--- src/design/hell_dot_energy_slicer_top_assert.svh ---
// Assertion macros used by the dot slicer core module.
`ifndef HELL_DOT_ENERGY_SLICER_TOP_ASSERT_SVH
`define HELL_DOT_ENERGY_SLICER_TOP_ASSERT_SVH

// Check a property on every clock edge outside reset.
`define HDES_ASSERT(label, prop, msg) \
  label: assert property (@(posedge clk_i) disable iff (!rst_ni) (prop)) else $error(msg);

// Check that a condition implies a consequence in the same cycle.
`define HDES_ASSERT_IMP(label, ante, cons, msg) \
  label: assert property (@(posedge clk_i) disable iff (!rst_ni) (ante) |-> (cons)) \
    else $error(msg);

// Check that a condition implies a consequence in the following cycle.
`define HDES_ASSERT_NEXT(label, ante, cons, msg) \
  label: assert property (@(posedge clk_i) disable iff (!rst_ni) (ante) |=> (cons)) \
    else $error(msg);

`endif

--- src/design/hdes_pkg.sv ---
// Types and constants of the dot energy slicer.
package hdes_pkg;

  localparam int unsigned SAMPLE_W   = 16;
  localparam int unsigned SQ_W       = 31;
  localparam int unsigned SPD_W      = 24;
  localparam int unsigned THR_W      = 32;
  localparam int unsigned ENERGY_W   = 47;
  localparam int unsigned TALLY_W    = 16;
  localparam int unsigned PROD_W     = THR_W + TALLY_W;
  localparam int unsigned COLCNT_W   = 32;
  localparam int unsigned BX_W       = 10;
  localparam int unsigned BY_W       = 8;
  localparam int unsigned APB_DATA_W = 32;
  localparam int unsigned APB_ADDR_W = 3;

  localparam logic [SPD_W-1:0] SAMPLE_STEP   = SPD_W'(256);
  localparam logic [SPD_W-1:0] SPD_RESET     = SPD_W'(100310);
  localparam logic [THR_W-1:0] THR_RESET     = THR_W'(1717987);
  localparam logic [BX_W-1:0]  X_ORIGIN      = BX_W'(20);
  localparam logic [BY_W-1:0]  Y_ORIGIN      = BY_W'(50);
  localparam int unsigned      ROW_PITCH_LG2 = 3;

  typedef enum logic {
    REG_SAMPLES_PER_DOT = 1'b0,
    REG_THRESHOLD       = 1'b1
  } reg_idx_e;

  typedef struct packed {
    logic [SPD_W-1:0] samples_per_dot;
    logic [THR_W-1:0] threshold_energy;
  } cfg_t;

  typedef struct packed {
    logic            valid;
    logic [SQ_W-1:0] sq;
  } sq_stage_t;

endpackage

--- src/design/hdes_if.sv ---
// Sample and dot result channel interfaces.
interface hdes_in_if;
  import hdes_pkg::*;

  logic                       valid;
  logic                       ready;
  logic signed [SAMPLE_W-1:0] sample;

  modport source (output valid, output sample, input ready);
  modport sink   (input valid, input sample, output ready);
endinterface

interface hdes_out_if;
  import hdes_pkg::*;

  logic                valid;
  logic                ready;
  logic                dot_on;
  logic [BX_W-1:0]     block_x;
  logic [BY_W-1:0]     block_y;
  logic                line_ready;
  logic [COLCNT_W-1:0] column_count;

  modport source (output valid, output dot_on, output block_x, output block_y,
                  output line_ready, output column_count, input ready);
  modport sink   (input valid, input dot_on, input block_x, input block_y,
                  input line_ready, input column_count, output ready);
endinterface

--- src/design/hdes_cfg.sv ---
// APB register file for dot period and energy threshold.
module hdes_cfg (
  input  logic                             clk_i,
  input  logic                             rst_ni,
  input  logic                             psel,
  input  logic                             penable,
  input  logic                             pwrite,
  input  logic [hdes_pkg::APB_ADDR_W-1:0]  paddr,
  input  logic [hdes_pkg::APB_DATA_W-1:0]  pwdata,
  output logic [hdes_pkg::APB_DATA_W-1:0]  prdata,
  output logic                             pready,
  output hdes_pkg::cfg_t                   cfg_q_o,
  output hdes_pkg::cfg_t                   cfg_d_o
);
  import hdes_pkg::*;

  cfg_t     cfg_q, cfg_d;
  reg_idx_e idx;
  logic     wr;

  assign pready = 1'b1;
  assign wr     = psel & penable & pwrite;
  assign idx    = reg_idx_e'(paddr[2]);

  always_comb begin
    cfg_d = cfg_q;
    if (wr) begin
      unique case (idx)
        REG_SAMPLES_PER_DOT: cfg_d.samples_per_dot  = pwdata[SPD_W-1:0];
        REG_THRESHOLD:       cfg_d.threshold_energy = pwdata[THR_W-1:0];
        default:             cfg_d = cfg_q;
      endcase
    end
  end

  always_comb begin
    unique case (idx)
      REG_SAMPLES_PER_DOT: prdata = APB_DATA_W'(cfg_q.samples_per_dot);
      REG_THRESHOLD:       prdata = APB_DATA_W'(cfg_q.threshold_energy);
      default:             prdata = '0;
    endcase
  end

  always_ff @(posedge clk_i or negedge rst_ni) begin
    if (!rst_ni) begin
      cfg_q.samples_per_dot  <= SPD_RESET;
      cfg_q.threshold_energy <= THR_RESET;
    end else begin
      cfg_q <= cfg_d;
    end
  end

  assign cfg_q_o = cfg_q;
  assign cfg_d_o = cfg_d;

endmodule

--- src/design/hdes_square.sv ---
// Input stage: register each sample's square.
module hdes_square (
  input  logic                clk_i,
  input  logic                rst_ni,
  hdes_in_if.sink             in_i,
  input  logic                free_i,
  output hdes_pkg::sq_stage_t stage_o
);
  import hdes_pkg::*;

  logic                  valid_q, valid_d;
  logic [SQ_W-1:0]       sq_q;
  logic signed [31:0]    sq_full;
  logic                  accept;

  // Downstream takes the held square whenever the result side is free.
  assign in_i.ready = ~valid_q | free_i;
  assign accept     = in_i.valid & in_i.ready;
  assign sq_full    = in_i.sample * in_i.sample;

  always_comb begin
    valid_d = valid_q;
    if (accept) begin
      valid_d = 1'b1;
    end else if (free_i) begin
      valid_d = 1'b0;
    end
  end

  always_ff @(posedge clk_i or negedge rst_ni) begin
    if (!rst_ni) begin
      valid_q <= 1'b0;
    end else begin
      valid_q <= valid_d;
    end
  end

  always_ff @(posedge clk_i) begin
    if (accept) begin
      sq_q <= sq_full[SQ_W-1:0];
    end
  end

  assign stage_o.valid = valid_q;
  assign stage_o.sq    = sq_q;

endmodule

--- src/design/hdes_core.sv ---
// Energy accumulation, dot decision, raster counters and result register.
module hdes_core #(
  parameter int unsigned ROWS_PER_COLUMN = 14,
  parameter int unsigned CANVAS_COLUMNS  = 600,
  parameter int unsigned LINE_EVERY      = 7
) (
  input  logic                clk_i,
  input  logic                rst_ni,
  input  hdes_pkg::sq_stage_t stage_i,
  input  hdes_pkg::cfg_t      cfg_q_i,
  input  hdes_pkg::cfg_t      cfg_d_i,
  output logic                free_o,
  hdes_out_if.source          out_o
);
  import hdes_pkg::*;
  `include "hell_dot_energy_slicer_top_assert.svh"

  localparam int unsigned RW = $clog2(ROWS_PER_COLUMN);
  localparam int unsigned CW = $clog2(CANVAS_COLUMNS);
  localparam int unsigned LW = (LINE_EVERY > 1) ? $clog2(LINE_EVERY) : 1;
  localparam logic [RW-1:0] ROW_LAST = RW'(ROWS_PER_COLUMN - 1);
  localparam logic [CW-1:0] COL_LAST = CW'(CANVAS_COLUMNS - 1);
  localparam logic [LW-1:0] LINE_LAST = LW'(LINE_EVERY - 1);

  logic [SPD_W-1:0]    timer_q, timer_d;
  logic [ENERGY_W-1:0] energy_q, energy_d;
  logic [TALLY_W-1:0]  tally_q, tally_d;
  logic [PROD_W-1:0]   prod_q, prod_d;
  logic [RW-1:0]       row_q, row_d;
  logic [COLCNT_W-1:0] col_total_q, col_total_d;
  logic [CW-1:0]       col_mod_q, col_mod_d;
  logic [LW-1:0]       line_mod_q, line_mod_d;

  logic                out_valid_q, out_valid_d;
  logic                dot_on_q, line_ready_q;
  logic [BX_W-1:0]     block_x_q;
  logic [BY_W-1:0]     block_y_q;
  logic [COLCNT_W-1:0] column_count_q;

  logic                take, fire, dot_on, row_wrap, line_hit;
  logic                tally_full;
  logic [TALLY_W-1:0]  tally_inc, tally_upd;
  logic [ENERGY_W:0]   energy_sum;
  logic [ENERGY_W-1:0] energy_sat;
  logic [SPD_W:0]      timer_step;
  logic [PROD_W:0]     need;
  logic [BX_W-1:0]     block_x;
  logic [BY_W-1:0]     block_y;

  assign free_o = ~out_valid_q | out_o.ready;
  assign take   = stage_i.valid & free_o;

  // Energy with saturation at the top of the accumulator.
  assign energy_sum = {1'b0, energy_q} + (ENERGY_W + 1)'(stage_i.sq);
  assign energy_sat = energy_sum[ENERGY_W] ? '1 : energy_sum[ENERGY_W-1:0];

  assign tally_full = &tally_q;
  assign tally_inc  = tally_full ? tally_q : tally_q + TALLY_W'(1);
  assign tally_upd  = take ? tally_inc : tally_q;

  // Dot timer in Q16.8: one sample advances it by one whole step.
  assign timer_step = {1'b0, timer_q} + {1'b0, SAMPLE_STEP};
  assign fire       = timer_step >= {1'b0, cfg_q_i.samples_per_dot};

  // prod_q tracks threshold * tally; the updated tally adds one threshold.
  assign need   = tally_full ? {1'b0, prod_q}
                             : {1'b0, prod_q} + (PROD_W + 1)'(cfg_q_i.threshold_energy);
  assign dot_on = (PROD_W + 1)'(energy_sat) > need;

  assign row_wrap = (row_q == ROW_LAST);
  assign line_hit = row_wrap & (line_mod_q == LINE_LAST);
  assign block_x  = BX_W'(col_mod_q) + X_ORIGIN;
  assign block_y  = (BY_W'(row_q) << ROW_PITCH_LG2) + Y_ORIGIN;

  always_comb begin
    timer_d     = timer_q;
    energy_d    = energy_q;
    tally_d     = tally_upd;
    prod_d      = PROD_W'(cfg_d_i.threshold_energy) * PROD_W'(tally_upd);
    row_d       = row_q;
    col_total_d = col_total_q;
    col_mod_d   = col_mod_q;
    line_mod_d  = line_mod_q;
    if (take) begin
      energy_d = energy_sat;
      if (fire) begin
        timer_d  = SPD_W'(timer_step - {1'b0, cfg_q_i.samples_per_dot});
        energy_d = '0;
        tally_d  = '0;
        prod_d   = '0;
        row_d    = row_wrap ? '0 : row_q + RW'(1);
        if (row_wrap) begin
          col_total_d = col_total_q + COLCNT_W'(1);
          col_mod_d   = (col_mod_q == COL_LAST) ? '0 : col_mod_q + CW'(1);
          line_mod_d  = (line_mod_q == LINE_LAST) ? '0 : line_mod_q + LW'(1);
        end
      end else begin
        timer_d = timer_step[SPD_W-1:0];
      end
    end
  end

  always_comb begin
    out_valid_d = out_valid_q;
    if (take && fire) begin
      out_valid_d = 1'b1;
    end else if (out_o.ready) begin
      out_valid_d = 1'b0;
    end
  end

  always_ff @(posedge clk_i or negedge rst_ni) begin
    if (!rst_ni) begin
      timer_q     <= '0;
      energy_q    <= '0;
      tally_q     <= '0;
      prod_q      <= '0;
      row_q       <= '0;
      col_total_q <= '0;
      col_mod_q   <= '0;
      line_mod_q  <= '0;
      out_valid_q <= 1'b0;
    end else begin
      timer_q     <= timer_d;
      energy_q    <= energy_d;
      tally_q     <= tally_d;
      prod_q      <= prod_d;
      row_q       <= row_d;
      col_total_q <= col_total_d;
      col_mod_q   <= col_mod_d;
      line_mod_q  <= line_mod_d;
      out_valid_q <= out_valid_d;
    end
  end

  always_ff @(posedge clk_i) begin
    if (take && fire) begin
      dot_on_q       <= dot_on;
      block_x_q      <= block_x;
      block_y_q      <= block_y;
      line_ready_q   <= line_hit;
      column_count_q <= col_total_d;
    end
  end

  assign out_o.valid        = out_valid_q;
  assign out_o.dot_on       = dot_on_q;
  assign out_o.block_x      = block_x_q;
  assign out_o.block_y      = block_y_q;
  assign out_o.line_ready   = line_ready_q;
  assign out_o.column_count = column_count_q;

  `HDES_ASSERT(a_row_range, row_q <= ROW_LAST, "row index beyond column height")
  `HDES_ASSERT(a_col_range, col_mod_q <= COL_LAST, "column index beyond canvas")
  `HDES_ASSERT(a_prod_track, prod_q == PROD_W'(cfg_q_i.threshold_energy) * PROD_W'(tally_q), "product out of step")
  `HDES_ASSERT_NEXT(a_line_last_row, take && fire && line_hit, out_o.line_ready && out_o.block_y == BY_W'((BY_W'(ROW_LAST) << ROW_PITCH_LG2) + Y_ORIGIN), "line flag off last row")

endmodule

--- src/design/hell_dot_energy_slicer_top.sv ---
// A sample that ends a dot passes the squarer register and then the output register.
// Throughput: one sample per cycle while the output is not stalled; the squarer register
//   and the single accumulate-and-decide stage each take one sample per clock unless stalled.
// Results wait in an output register; input stalls only while that register is full.
// Reset (async, active low) clears timer, energy, tally, raster counters and
//   loads the default dot period and threshold.
module hell_dot_energy_slicer_top #(
  parameter int unsigned ROWS_PER_COLUMN = 14,
  parameter int unsigned CANVAS_COLUMNS  = 600,
  parameter int unsigned LINE_EVERY      = 7
) (
  input  logic                            clk_i,
  input  logic                            rst_ni,
  hdes_in_if.sink                         in_i,
  hdes_out_if.source                      out_o,
  input  logic                            psel,
  input  logic                            penable,
  input  logic                            pwrite,
  input  logic [hdes_pkg::APB_ADDR_W-1:0] paddr,
  input  logic [hdes_pkg::APB_DATA_W-1:0] pwdata,
  output logic [hdes_pkg::APB_DATA_W-1:0] prdata,
  output logic                            pready
);
  import hdes_pkg::*;

  cfg_t      cfg_q, cfg_d;
  sq_stage_t sq_stage;
  logic      free;

  // Register file: cfg_d carries a write in flight so the threshold product
  // in the core tracks the new value from the next edge on.
  hdes_cfg u_cfg (
    .clk_i   (clk_i),
    .rst_ni  (rst_ni),
    .psel    (psel),
    .penable (penable),
    .pwrite  (pwrite),
    .paddr   (paddr),
    .pwdata  (pwdata),
    .prdata  (prdata),
    .pready  (pready),
    .cfg_q_o (cfg_q),
    .cfg_d_o (cfg_d)
  );

  // Square each sample into a register; the multiply stays off the
  // accumulate path.
  hdes_square u_square (
    .clk_i   (clk_i),
    .rst_ni  (rst_ni),
    .in_i    (in_i),
    .free_i  (free),
    .stage_o (sq_stage)
  );

  // Accumulate energy, advance the dot timer, decide the dot and step the raster.
  hdes_core #(
    .ROWS_PER_COLUMN (ROWS_PER_COLUMN),
    .CANVAS_COLUMNS  (CANVAS_COLUMNS),
    .LINE_EVERY      (LINE_EVERY)
  ) u_core (
    .clk_i   (clk_i),
    .rst_ni  (rst_ni),
    .stage_i (sq_stage),
    .cfg_q_i (cfg_q),
    .cfg_d_i (cfg_d),
    .free_o  (free),
    .out_o   (out_o)
  );

endmodule
--- src/flat_wrapper.sv ---
// flat-port wrapper written by rule: the top's interface ports become plain ports
module hell_dot_energy_slicer_top_flat import hdes_pkg::*;
#(
  parameter int unsigned ROWS_PER_COLUMN = 14,
  parameter int unsigned CANVAS_COLUMNS  = 600,
  parameter int unsigned LINE_EVERY      = 7
)
  (clk_i, rst_ni, psel, penable, pwrite, paddr, pwdata, prdata, pready, in_i_valid, in_i_sample, in_i_ready, out_o_valid, out_o_dot_on, out_o_block_x, out_o_block_y, out_o_line_ready, out_o_column_count, out_o_ready);
  hdes_in_if in_i_i ();
  hdes_out_if out_o_i ();
  input  logic clk_i;
  input  logic rst_ni;
  input  logic psel;
  input  logic penable;
  input  logic pwrite;
  input  logic [hdes_pkg::APB_ADDR_W-1:0] paddr;
  input  logic [hdes_pkg::APB_DATA_W-1:0] pwdata;
  output logic [hdes_pkg::APB_DATA_W-1:0] prdata;
  output logic pready;
  input wire logic [$bits(in_i_i.valid)-1:0] in_i_valid;
  input wire logic [$bits(in_i_i.sample)-1:0] in_i_sample;
  output wire logic [$bits(in_i_i.ready)-1:0] in_i_ready;
  output wire logic [$bits(out_o_i.valid)-1:0] out_o_valid;
  output wire logic [$bits(out_o_i.dot_on)-1:0] out_o_dot_on;
  output wire logic [$bits(out_o_i.block_x)-1:0] out_o_block_x;
  output wire logic [$bits(out_o_i.block_y)-1:0] out_o_block_y;
  output wire logic [$bits(out_o_i.line_ready)-1:0] out_o_line_ready;
  output wire logic [$bits(out_o_i.column_count)-1:0] out_o_column_count;
  input wire logic [$bits(out_o_i.ready)-1:0] out_o_ready;
  assign in_i_i.valid = in_i_valid;
  assign in_i_i.sample = in_i_sample;
  assign in_i_ready = in_i_i.ready;
  assign out_o_valid = out_o_i.valid;
  assign out_o_dot_on = out_o_i.dot_on;
  assign out_o_block_x = out_o_i.block_x;
  assign out_o_block_y = out_o_i.block_y;
  assign out_o_line_ready = out_o_i.line_ready;
  assign out_o_column_count = out_o_i.column_count;
  assign out_o_i.ready = out_o_ready;
  hell_dot_energy_slicer_top #(.ROWS_PER_COLUMN(ROWS_PER_COLUMN), .CANVAS_COLUMNS(CANVAS_COLUMNS), .LINE_EVERY(LINE_EVERY)) u_core (.clk_i(clk_i), .rst_ni(rst_ni), .in_i(in_i_i), .out_o(out_o_i), .psel(psel), .penable(penable), .pwrite(pwrite), .paddr(paddr), .pwdata(pwdata), .prdata(prdata), .pready(pready));
endmodule
--- config.mk ---
export PLATFORM = sky130hd
export DESIGN_NAME = hell_dot_energy_slicer_top_flat
export DESIGN_NICKNAME = d
export VERILOG_FILES = /design/src/design/hdes_pkg.sv /design/src/design/hdes_if.sv /design/src/design/hdes_cfg.sv /design/src/design/hdes_square.sv /design/src/design/hdes_core.sv /design/src/design/hell_dot_energy_slicer_top.sv /design/src/flat_wrapper.sv
export VERILOG_INCLUDE_DIRS = /design/src /design/src/design
export SDC_FILE = /design/constraint.sdc
export NUM_CORES = 2
export LEC_CHECK = 0
export BUFFER_PORTS_ARGS = -buffer_cell sky130_fd_sc_hd__buf_2
export CAP_MARGIN = 20
export CELL_PAD_IN_SITES_DETAIL_PLACEMENT = 2
export CELL_PAD_IN_SITES_GLOBAL_PLACEMENT = 2
export CORE_ASPECT_RATIO = 0.6
export CORE_MARGIN = 5
export CORE_UTILIZATION = 45
export DETAILED_ROUTE_END_ITERATION = 6
export PLACE_DENSITY = 0.85
export SLEW_MARGIN = 15
export SYNTH_ARGS = -nofsm -noshare
export SYNTH_HDL_FRONTEND = slang
export SYNTH_SLANG_ARGS = --single-unit
--- constraint.sdc ---
create_clock -name clk_i -period 13.05 [get_ports clk_i]
set_input_delay 0.6525 -clock clk_i [delete_from_list [all_inputs] [get_ports clk_i]]
set_output_delay 0.6525 -clock clk_i [all_outputs]
set_load 0.02 [all_outputs]
Word level (Yosys, flattened, before mapping):

Cells that the tools add are included.

* bits in latches: 0
* memory bits (read-only): 0
* memories kept: 0
* RAM bits: 0
* logic and storage cells: 76
* input bits: 58
* bits in registers: 325
* output and inout bits: 87

* reduce and logical (&&, ||, !) cells: 7
* magnitude comparators: 2
* divide/modulo/power cells: 0
* add/subtract/negate cells: 11
* shifts and indexed selects: 0
* bitwise operators: 10
* mux-type cells: 23
* multipliers: 2
* equality and inequality tests: 3

Operator list (number)
* 32-bit 2-to-1 mux: 5
* 48-bit 2-to-1 mux: 2
* 47-bit 2-to-1 mux: 2
* 16-bit 2-to-1 mux: 4
* 32-bit one-hot mux with 2 select lines: 1
* 48-bit by 32-bit adder with 49-bit output: 1
* 47-bit by 49-bit greater-than comparator with 1-bit output: 1
* 49-bit 2-to-1 mux: 1
* 47-bit by 31-bit adder with 48-bit output: 1
* 32-bit by 16-bit multiplier with 48-bit output: 1
* 32-bit by 1-bit adder with 32-bit output, second input constant: 1
* 16-bit by 16-bit multiplier with 31-bit output: 1
* 24-bit by 9-bit adder with 25-bit output, second input constant: 1
* 25-bit by 24-bit greater-or-equal comparator with 1-bit output: 1
* 24-bit 2-to-1 mux: 1
* 24-bit subtractor: 1
* 16-bit by 1-bit adder with 16-bit output, second input constant: 1
* 16-bit AND reduction: 1
* 10-bit by 1-bit adder with 10-bit output, second input constant: 1
* 10-bit by 5-bit adder with 10-bit output, second input constant: 1
* 10-bit equality test, second input constant: 1
* 10-bit 2-to-1 mux: 1
* 7-bit by 6-bit adder with 8-bit output, second input constant: 1
* 1-bit bitwise AND: 5
* other kinds (13): 21

Longest topological paths before layout:

* word-level depth: 7
* depth in mapped cells: 32
* depth with buffers taken out: 30

By module:

Synthesis repeated with hierarchy kept, for this count alone.

* cell total of the unflattened synthesis: 4910
* area total of the unflattened synthesis: 45005.7 µm²

By module, submodules not included
* hdes_core: instances 1, seq. area each 6100.9 µm², area each 32352.3 µm², cells each 3685
* hdes_square: instances 1, seq. area each 925.9 µm², area each 10060.9 µm², cells each 1068
* hdes_cfg: instances 1, seq. area each 1428.9 µm², area each 2592.5 µm², cells each 157

Worst setup path before layout:

OpenSTA, ideal clock, no wires.

* path type: input port to flip-flop
* start: input out_o_ready
* end: register u_core.u_core.prod_q[46]
* buffers on the path: 1
* library setup time: 0.079 ns
* stages: 28
* data required time: 12.971 ns
* arrival: 8.089 ns
* slack: 4.882 ns
* path through: nand2b_1 > and2_0 > nand4_1 > nand2b_1 > or3_1 > xnor2_1 > clkbuf_1 > nand2_1 > fa_1 > inv_1 > fa_1 > fa_1 > fa_1 > fa_1 > inv_1 > fa_1 > inv_1 > ha_1 > a21oi_1 > nand2_1 > a221o_1 > a2111oi_2 > o21ba_2 > a21oi_1 > a211oi_1 > a21oi_1 > a31oi_1 > mux2i_1

* longest elaborated chain between the ends: 6

Ends and longest elaborated chain
* start, declared: RTL line flat_wrapper.sv:29 `input wire logic [$bits(out_o_i.ready)-1:0] out_o_ready;`
* 1-bit OR (*): RTL line hdes_core.sv:50 `assign free_o = ~out_valid_q | out_o.ready;`
* 1-bit bitwise AND (*): RTL line hdes_core.sv:51 `assign take = stage_i.valid & free_o;`
* 16-bit 2-to-1 mux: RTL line hdes_core.sv:59 `assign tally_upd = take ? tally_inc : tally_q;`
* 32-bit by 16-bit multiplier with 48-bit output: RTL line hdes_core.sv:79 `prod_d = PROD_W'(cfg_d_i.threshold_energy) * PROD_W'(tally_upd);`
* 48-bit 2-to-1 mux: RTL line hdes_core.sv:86 `if (fire) begin`
* 48-bit 2-to-1 mux (*): RTL line hdes_core.sv:84 `if (take) begin`
* via u_core.u_core.prod_d[46]: RTL line hdes_core.sv:28 `logic [PROD_W-1:0] prod_q, prod_d;`
* end signal, assigned: RTL line hdes_core.sv:127 `prod_q <= prod_d;`
* end, declared: RTL line hdes_core.sv:28

Mark *: on every way through the listed nets, which the timed path passes. The rest lies on a longest branch.
A chain may end at the register's enable or synchronous reset.

Worst setup path after layout:

* start: register u_core.u_core.tally_q[4]
* end: register u_core.u_core.prod_q[46]

* longest elaborated chain between the ends: 6
* elaborated cells on any way between the ends: 7
* those cells by class: add/sub (1); mul (1); mux (4); reduce/logical (1)

Ends and longest elaborated chain
* start, declared: RTL line hdes_core.sv:27 `logic [TALLY_W-1:0] tally_q, tally_d;`
* start signal, assigned: RTL line hdes_core.sv:126 `tally_q <= tally_d;`
* 16-bit by 1-bit adder with 16-bit output or 16-bit AND reduction (tied branches): RTL line hdes_core.sv:58, hdes_core.sv:57
* 16-bit 2-to-1 mux: RTL line hdes_core.sv:58 `assign tally_inc = tally_full ? tally_q : tally_q + TALLY_W'(1);`
* 16-bit 2-to-1 mux (*): RTL line hdes_core.sv:59
* 32-bit by 16-bit multiplier with 48-bit output (*): RTL line hdes_core.sv:79
* 48-bit 2-to-1 mux: RTL line hdes_core.sv:86
* 48-bit 2-to-1 mux (*): RTL line hdes_core.sv:84
* via u_core.u_core.prod_d[46]: RTL line hdes_core.sv:28

Marked as above.

==> flow_metrics.py <==
metrics = {
    "outcome": {
        "outcome": "finished with violations",
        "violations": "negative hold slack",
    },
    "timing": {
        "drv_slew": 0,
        "fin_skew_ns": 0.0721,
        "whs_ns": -0.0146,
        "slew_headroom": 0.171,
        "tns_ns": 0,
        "final_hold_viol_count": 2,
        "rsz0062_at_grt": "false",
        "tightest_slew_ns": 1.24,
        "max_freq_mhz": 87.3,
        "min_period_over_period": 0.877,
        "setup_viol": 0,
        "fin_ws_ns": 1.60,
        "fin_crit_ns": 11.45,
    },
    "yosys": {
        "yosysWarningCount": 0,
        "synth_fa_ha_area_frac": 0.400,
        "yosysTopAreaCell": "fa_1",
        "ys_seq_elements": 321,
        "synthXorXnorAreaFrac": 0.0474,
        "yosysTopAreaCellShare": 0.301,
        "synth_area_um2": 43400,
        "synth_compound_area_frac": 0.103,
        "synth_cells": 4769,
        "synth_ff_type": "dfrtp_1",
        "synth_top_family_by_area": "adder cells",
        "ys_seq_area_frac": 0.195,
        "yosysUniqueCellTypes": 86,
        "synthSimpleGateAreaFrac": 0.141,
        "async_flop_share": 0.754,
        "avgSynthCellArea_um2": 9.10,
        "synth_mux_area_frac": 0.0185,
        "ys_top_cells_by_area": "fa_1, dfrtp_1, ha_1, inv_1, edfxtp_1",
        "synth_edf_count": 79,
    },
    "cts": {
        "clk_pin_slew_ns": 0.07,
        "htreeDepth": 2,
        "cts_sinks": 321,
        "clk_latency_ns": 0.65,
        "clock_path_buffers": 3,
        "cts-root-buf": "clkbuf_16",
        "hold_buffers": 0,
        "cts_setup_buffers": 0,
        "cts_tree": "done",
        "cts_buffers": 40,
        "cts_resized": 0,
    },
    "global_routing": {
        "gr-total-overflow": 0,
        "antenna_found_initial": 8,
        "grt_pass1_wl_um": 280000,
        "grtUsageTotal": 0.356,
        "grt_max_degree": 85,
        "first_global_vias": 43900,
    },
    "floorplanning": {
        "num_rows": 88,
        "start_util": 0.453,
        "die_y_um": 251,
        "core_um2": 95900,
        "dieArea_um2": 103000,
        "io-pin-count": 145,
        "die_width_um": 411,
    },
    "drt": {
        "drt_wl_total_um": 190000,
        "dr.pass1.iters": 5,
        "wl_per_cell_um": 30.8,
        "vias": 37800,
        "drc_errors": 0,
        "drt_iter0_markers": 3573,
        "ant_nets": 0,
        "routed_via_density": 6.12,
    },
    "worst_setup_path": {
        "crit_slowest_cell": "xnor2_1",
        "crit_type": "flop to flop",
        "cpMostUsedCell": "fa_1",
        "path_buf_inv": 5,
        "max_stage_delay_ns": 0.87,
        "setup.worst_path.start_class": "flop",
        "cpLargestDelayFamily": "adder cells",
        "reg2reg_slack_ns": 1.60,
        "worstPathArrival_ns": 11.96,
        "endpoint_kind": "flop",
        "cp.required_ns": 13.56,
        "path_max_fanout": 10,
        "rr_endpoint": "u_core.u_core.prod_q[46]",
        "reg2regPathDepth": 29,
        "r2r_start": "u_core.u_core.tally_q[4]",
    },
    "place": {
        "dp_hpwl_um": 137000,
        "portBuffers": 138,
        "gp_congestion": 0.902,
        "pre_cts_slack_ns": 2.59,
    },
    "pwr": {
        "peakVddDrop_v": 0.000322,
        "fin_total_pwr_mw": 13.6,
        "pwr_density_cell_nw_per_um2": 288,
        "leakage_nw": 23.6,
    },
    "min_path": {
        "hp-class": "primary input to asynchronous set/reset pin",
    },
    "cells_and_area": {
        "drive_above_1_share": 0.0755,
        "syn_to_final_growth_pct": 8.53,
        "filler_cell_count": 10200,
        "finalNetCount": 5895,
    },
    "job": {
        "max_cap_viol_count": 0,
    },
}
==> final cells by class <==
type                            instances  area (um^2)  area share
Antenna cell                            5         12.5    0.000266
Clock buffer                           51         1080      0.0230
Clock inverter                         21          298     0.00632
Inverter                              919         3450      0.0733
Multi-Input combinational cell       3363        31000       0.659
Sequential cell                       321         8460       0.179
Tap cell                             1305         1630      0.0347
Timing Repair Buffer                  196         1160      0.0245
==> layout by cell type, fill, tap and decap left out, types with 11 or more instances in the layout <==
cell type	netlist	layout
xnor2_1	152	145
mux2i_1	41	40
a21oi_1	197	197
dfstp_2	22	22
o21ai_0	132	132
a21o_1	100	100
edfxtp_1	79	79
clkinv_1	8	11
buf_2	10	137
ha_1	343	343
a31oi_1	33	33
a22o_1	30	30
nor2_1	326	325
clkbuf_16	0	40
o21a_1	34	34
nand4_1	49	49
and4_1	14	13
fa_1	653	653
nand2_1	615	613
inv_1	910	910
mux2_2	35	35
a211oi_1	16	16
nand3_1	80	80
dfrtp_1	220	220
nand2b_1	29	29
o21bai_1	29	29
and2_1	93	93
nor2b_1	24	24
and3_1	42	42
xor2_1	83	79
buf_4	6	56
nor3_1	51	51
==> cell families (layout without fill, tap and decap cells) <==
logic type,count (synthesis),after routing
other,2,9
XOR/XNOR,235,235
adder cells (fa/ha/maj),996,996
buffers and inverters,1087,1187
AO/OA/AOI/OAI,685,685
multiplexers,76,76
flip-flops,321,321
AND/OR/NAND/NOR,1367,1367
==> worst max-delay path by stage <==
stage                             startpoint                        to  cells after the start
finish              u_core.u_core.tally_q[4]  u_core.u_core.prod_q[46]                     29
global placement    u_core.u_core.tally_q[4]  u_core.u_core.prod_q[46]                     31
detailed placement               out_o_ready  u_core.u_core.prod_q[45]                     32
CTS                 u_core.u_core.tally_q[4]  u_core.u_core.prod_q[45]                     30
floorplan                        out_o_ready  u_core.u_core.prod_q[46]                     28
global route        u_core.u_core.tally_q[4]  u_core.u_core.prod_q[46]                     29
==> synth_stat cells (51+ instances only) <==
cell,instances
o21ai_0,132
a21o_1,100
nor2_1,326
fa_1,653
a21oi_1,197
dfrtp_1,220
nor3_1,51
xnor2_1,152
clkbuf_1,143
edfxtp_1,79
nand2_1,615
nand3_1,80
ha_1,343
and2_1,93
xor2_1,83
inv_1,910
==> registers in the layout (all words and copies together) (netlist names) <==
name / count
u_core.u_core.timer_q: 24
u_core.u_core.out_o.line_ready: 1
u_core.u_square.sq_q: 30
u_core.u_square.valid_q: 1
u_core.u_core.tally_q: 16
u_core.u_core.out_o.block_x: 10
u_core.u_core.energy_q: 47
u_core.u_core.col_mod_q: 10
u_core.u_core.prod_q: 48
u_core.u_core.col_total_q: 32
u_core.u_core.line_mod_q: 3
u_core.u_core.out_o.dot_on: 1
u_core.u_core.row_q: 4
u_core.u_core.out_o.column_count: 32
u_core.u_core.out_o.valid: 1
u_core.u_cfg.cfg_q_o: 56
u_core.u_core.out_o.block_y: 5
==> routing by layer <==
metal,vias up,global-route usage,wire [um]
met5,-,0,66
met4,8,0.161,10700
met3,693,0.0823,16800
met2,1981,0.578,88400
met1,19900,0.456,74500
li1,15300,-,-
==> stage by stage <==
step,instance area [um^2],utilization,std cells
floorplan,43400,-,4771
global placement,45700,0.476,6102
detailed placement,45700,0.476,6102
CTS,47100,0.491,6174
global route,47100,0.491,6176
finish,47100,0.491,6181
==> report_power, final <==
group | total, mW | internal (mW) | switching, mW
Sequential | 1.86 | 1.59 | 0.265
Combinational | 10.5 | 3.72 | 6.76
Clock | 1.24 | 0.680 | 0.559
Note: power is estimated with default switching activity, not from simulation.
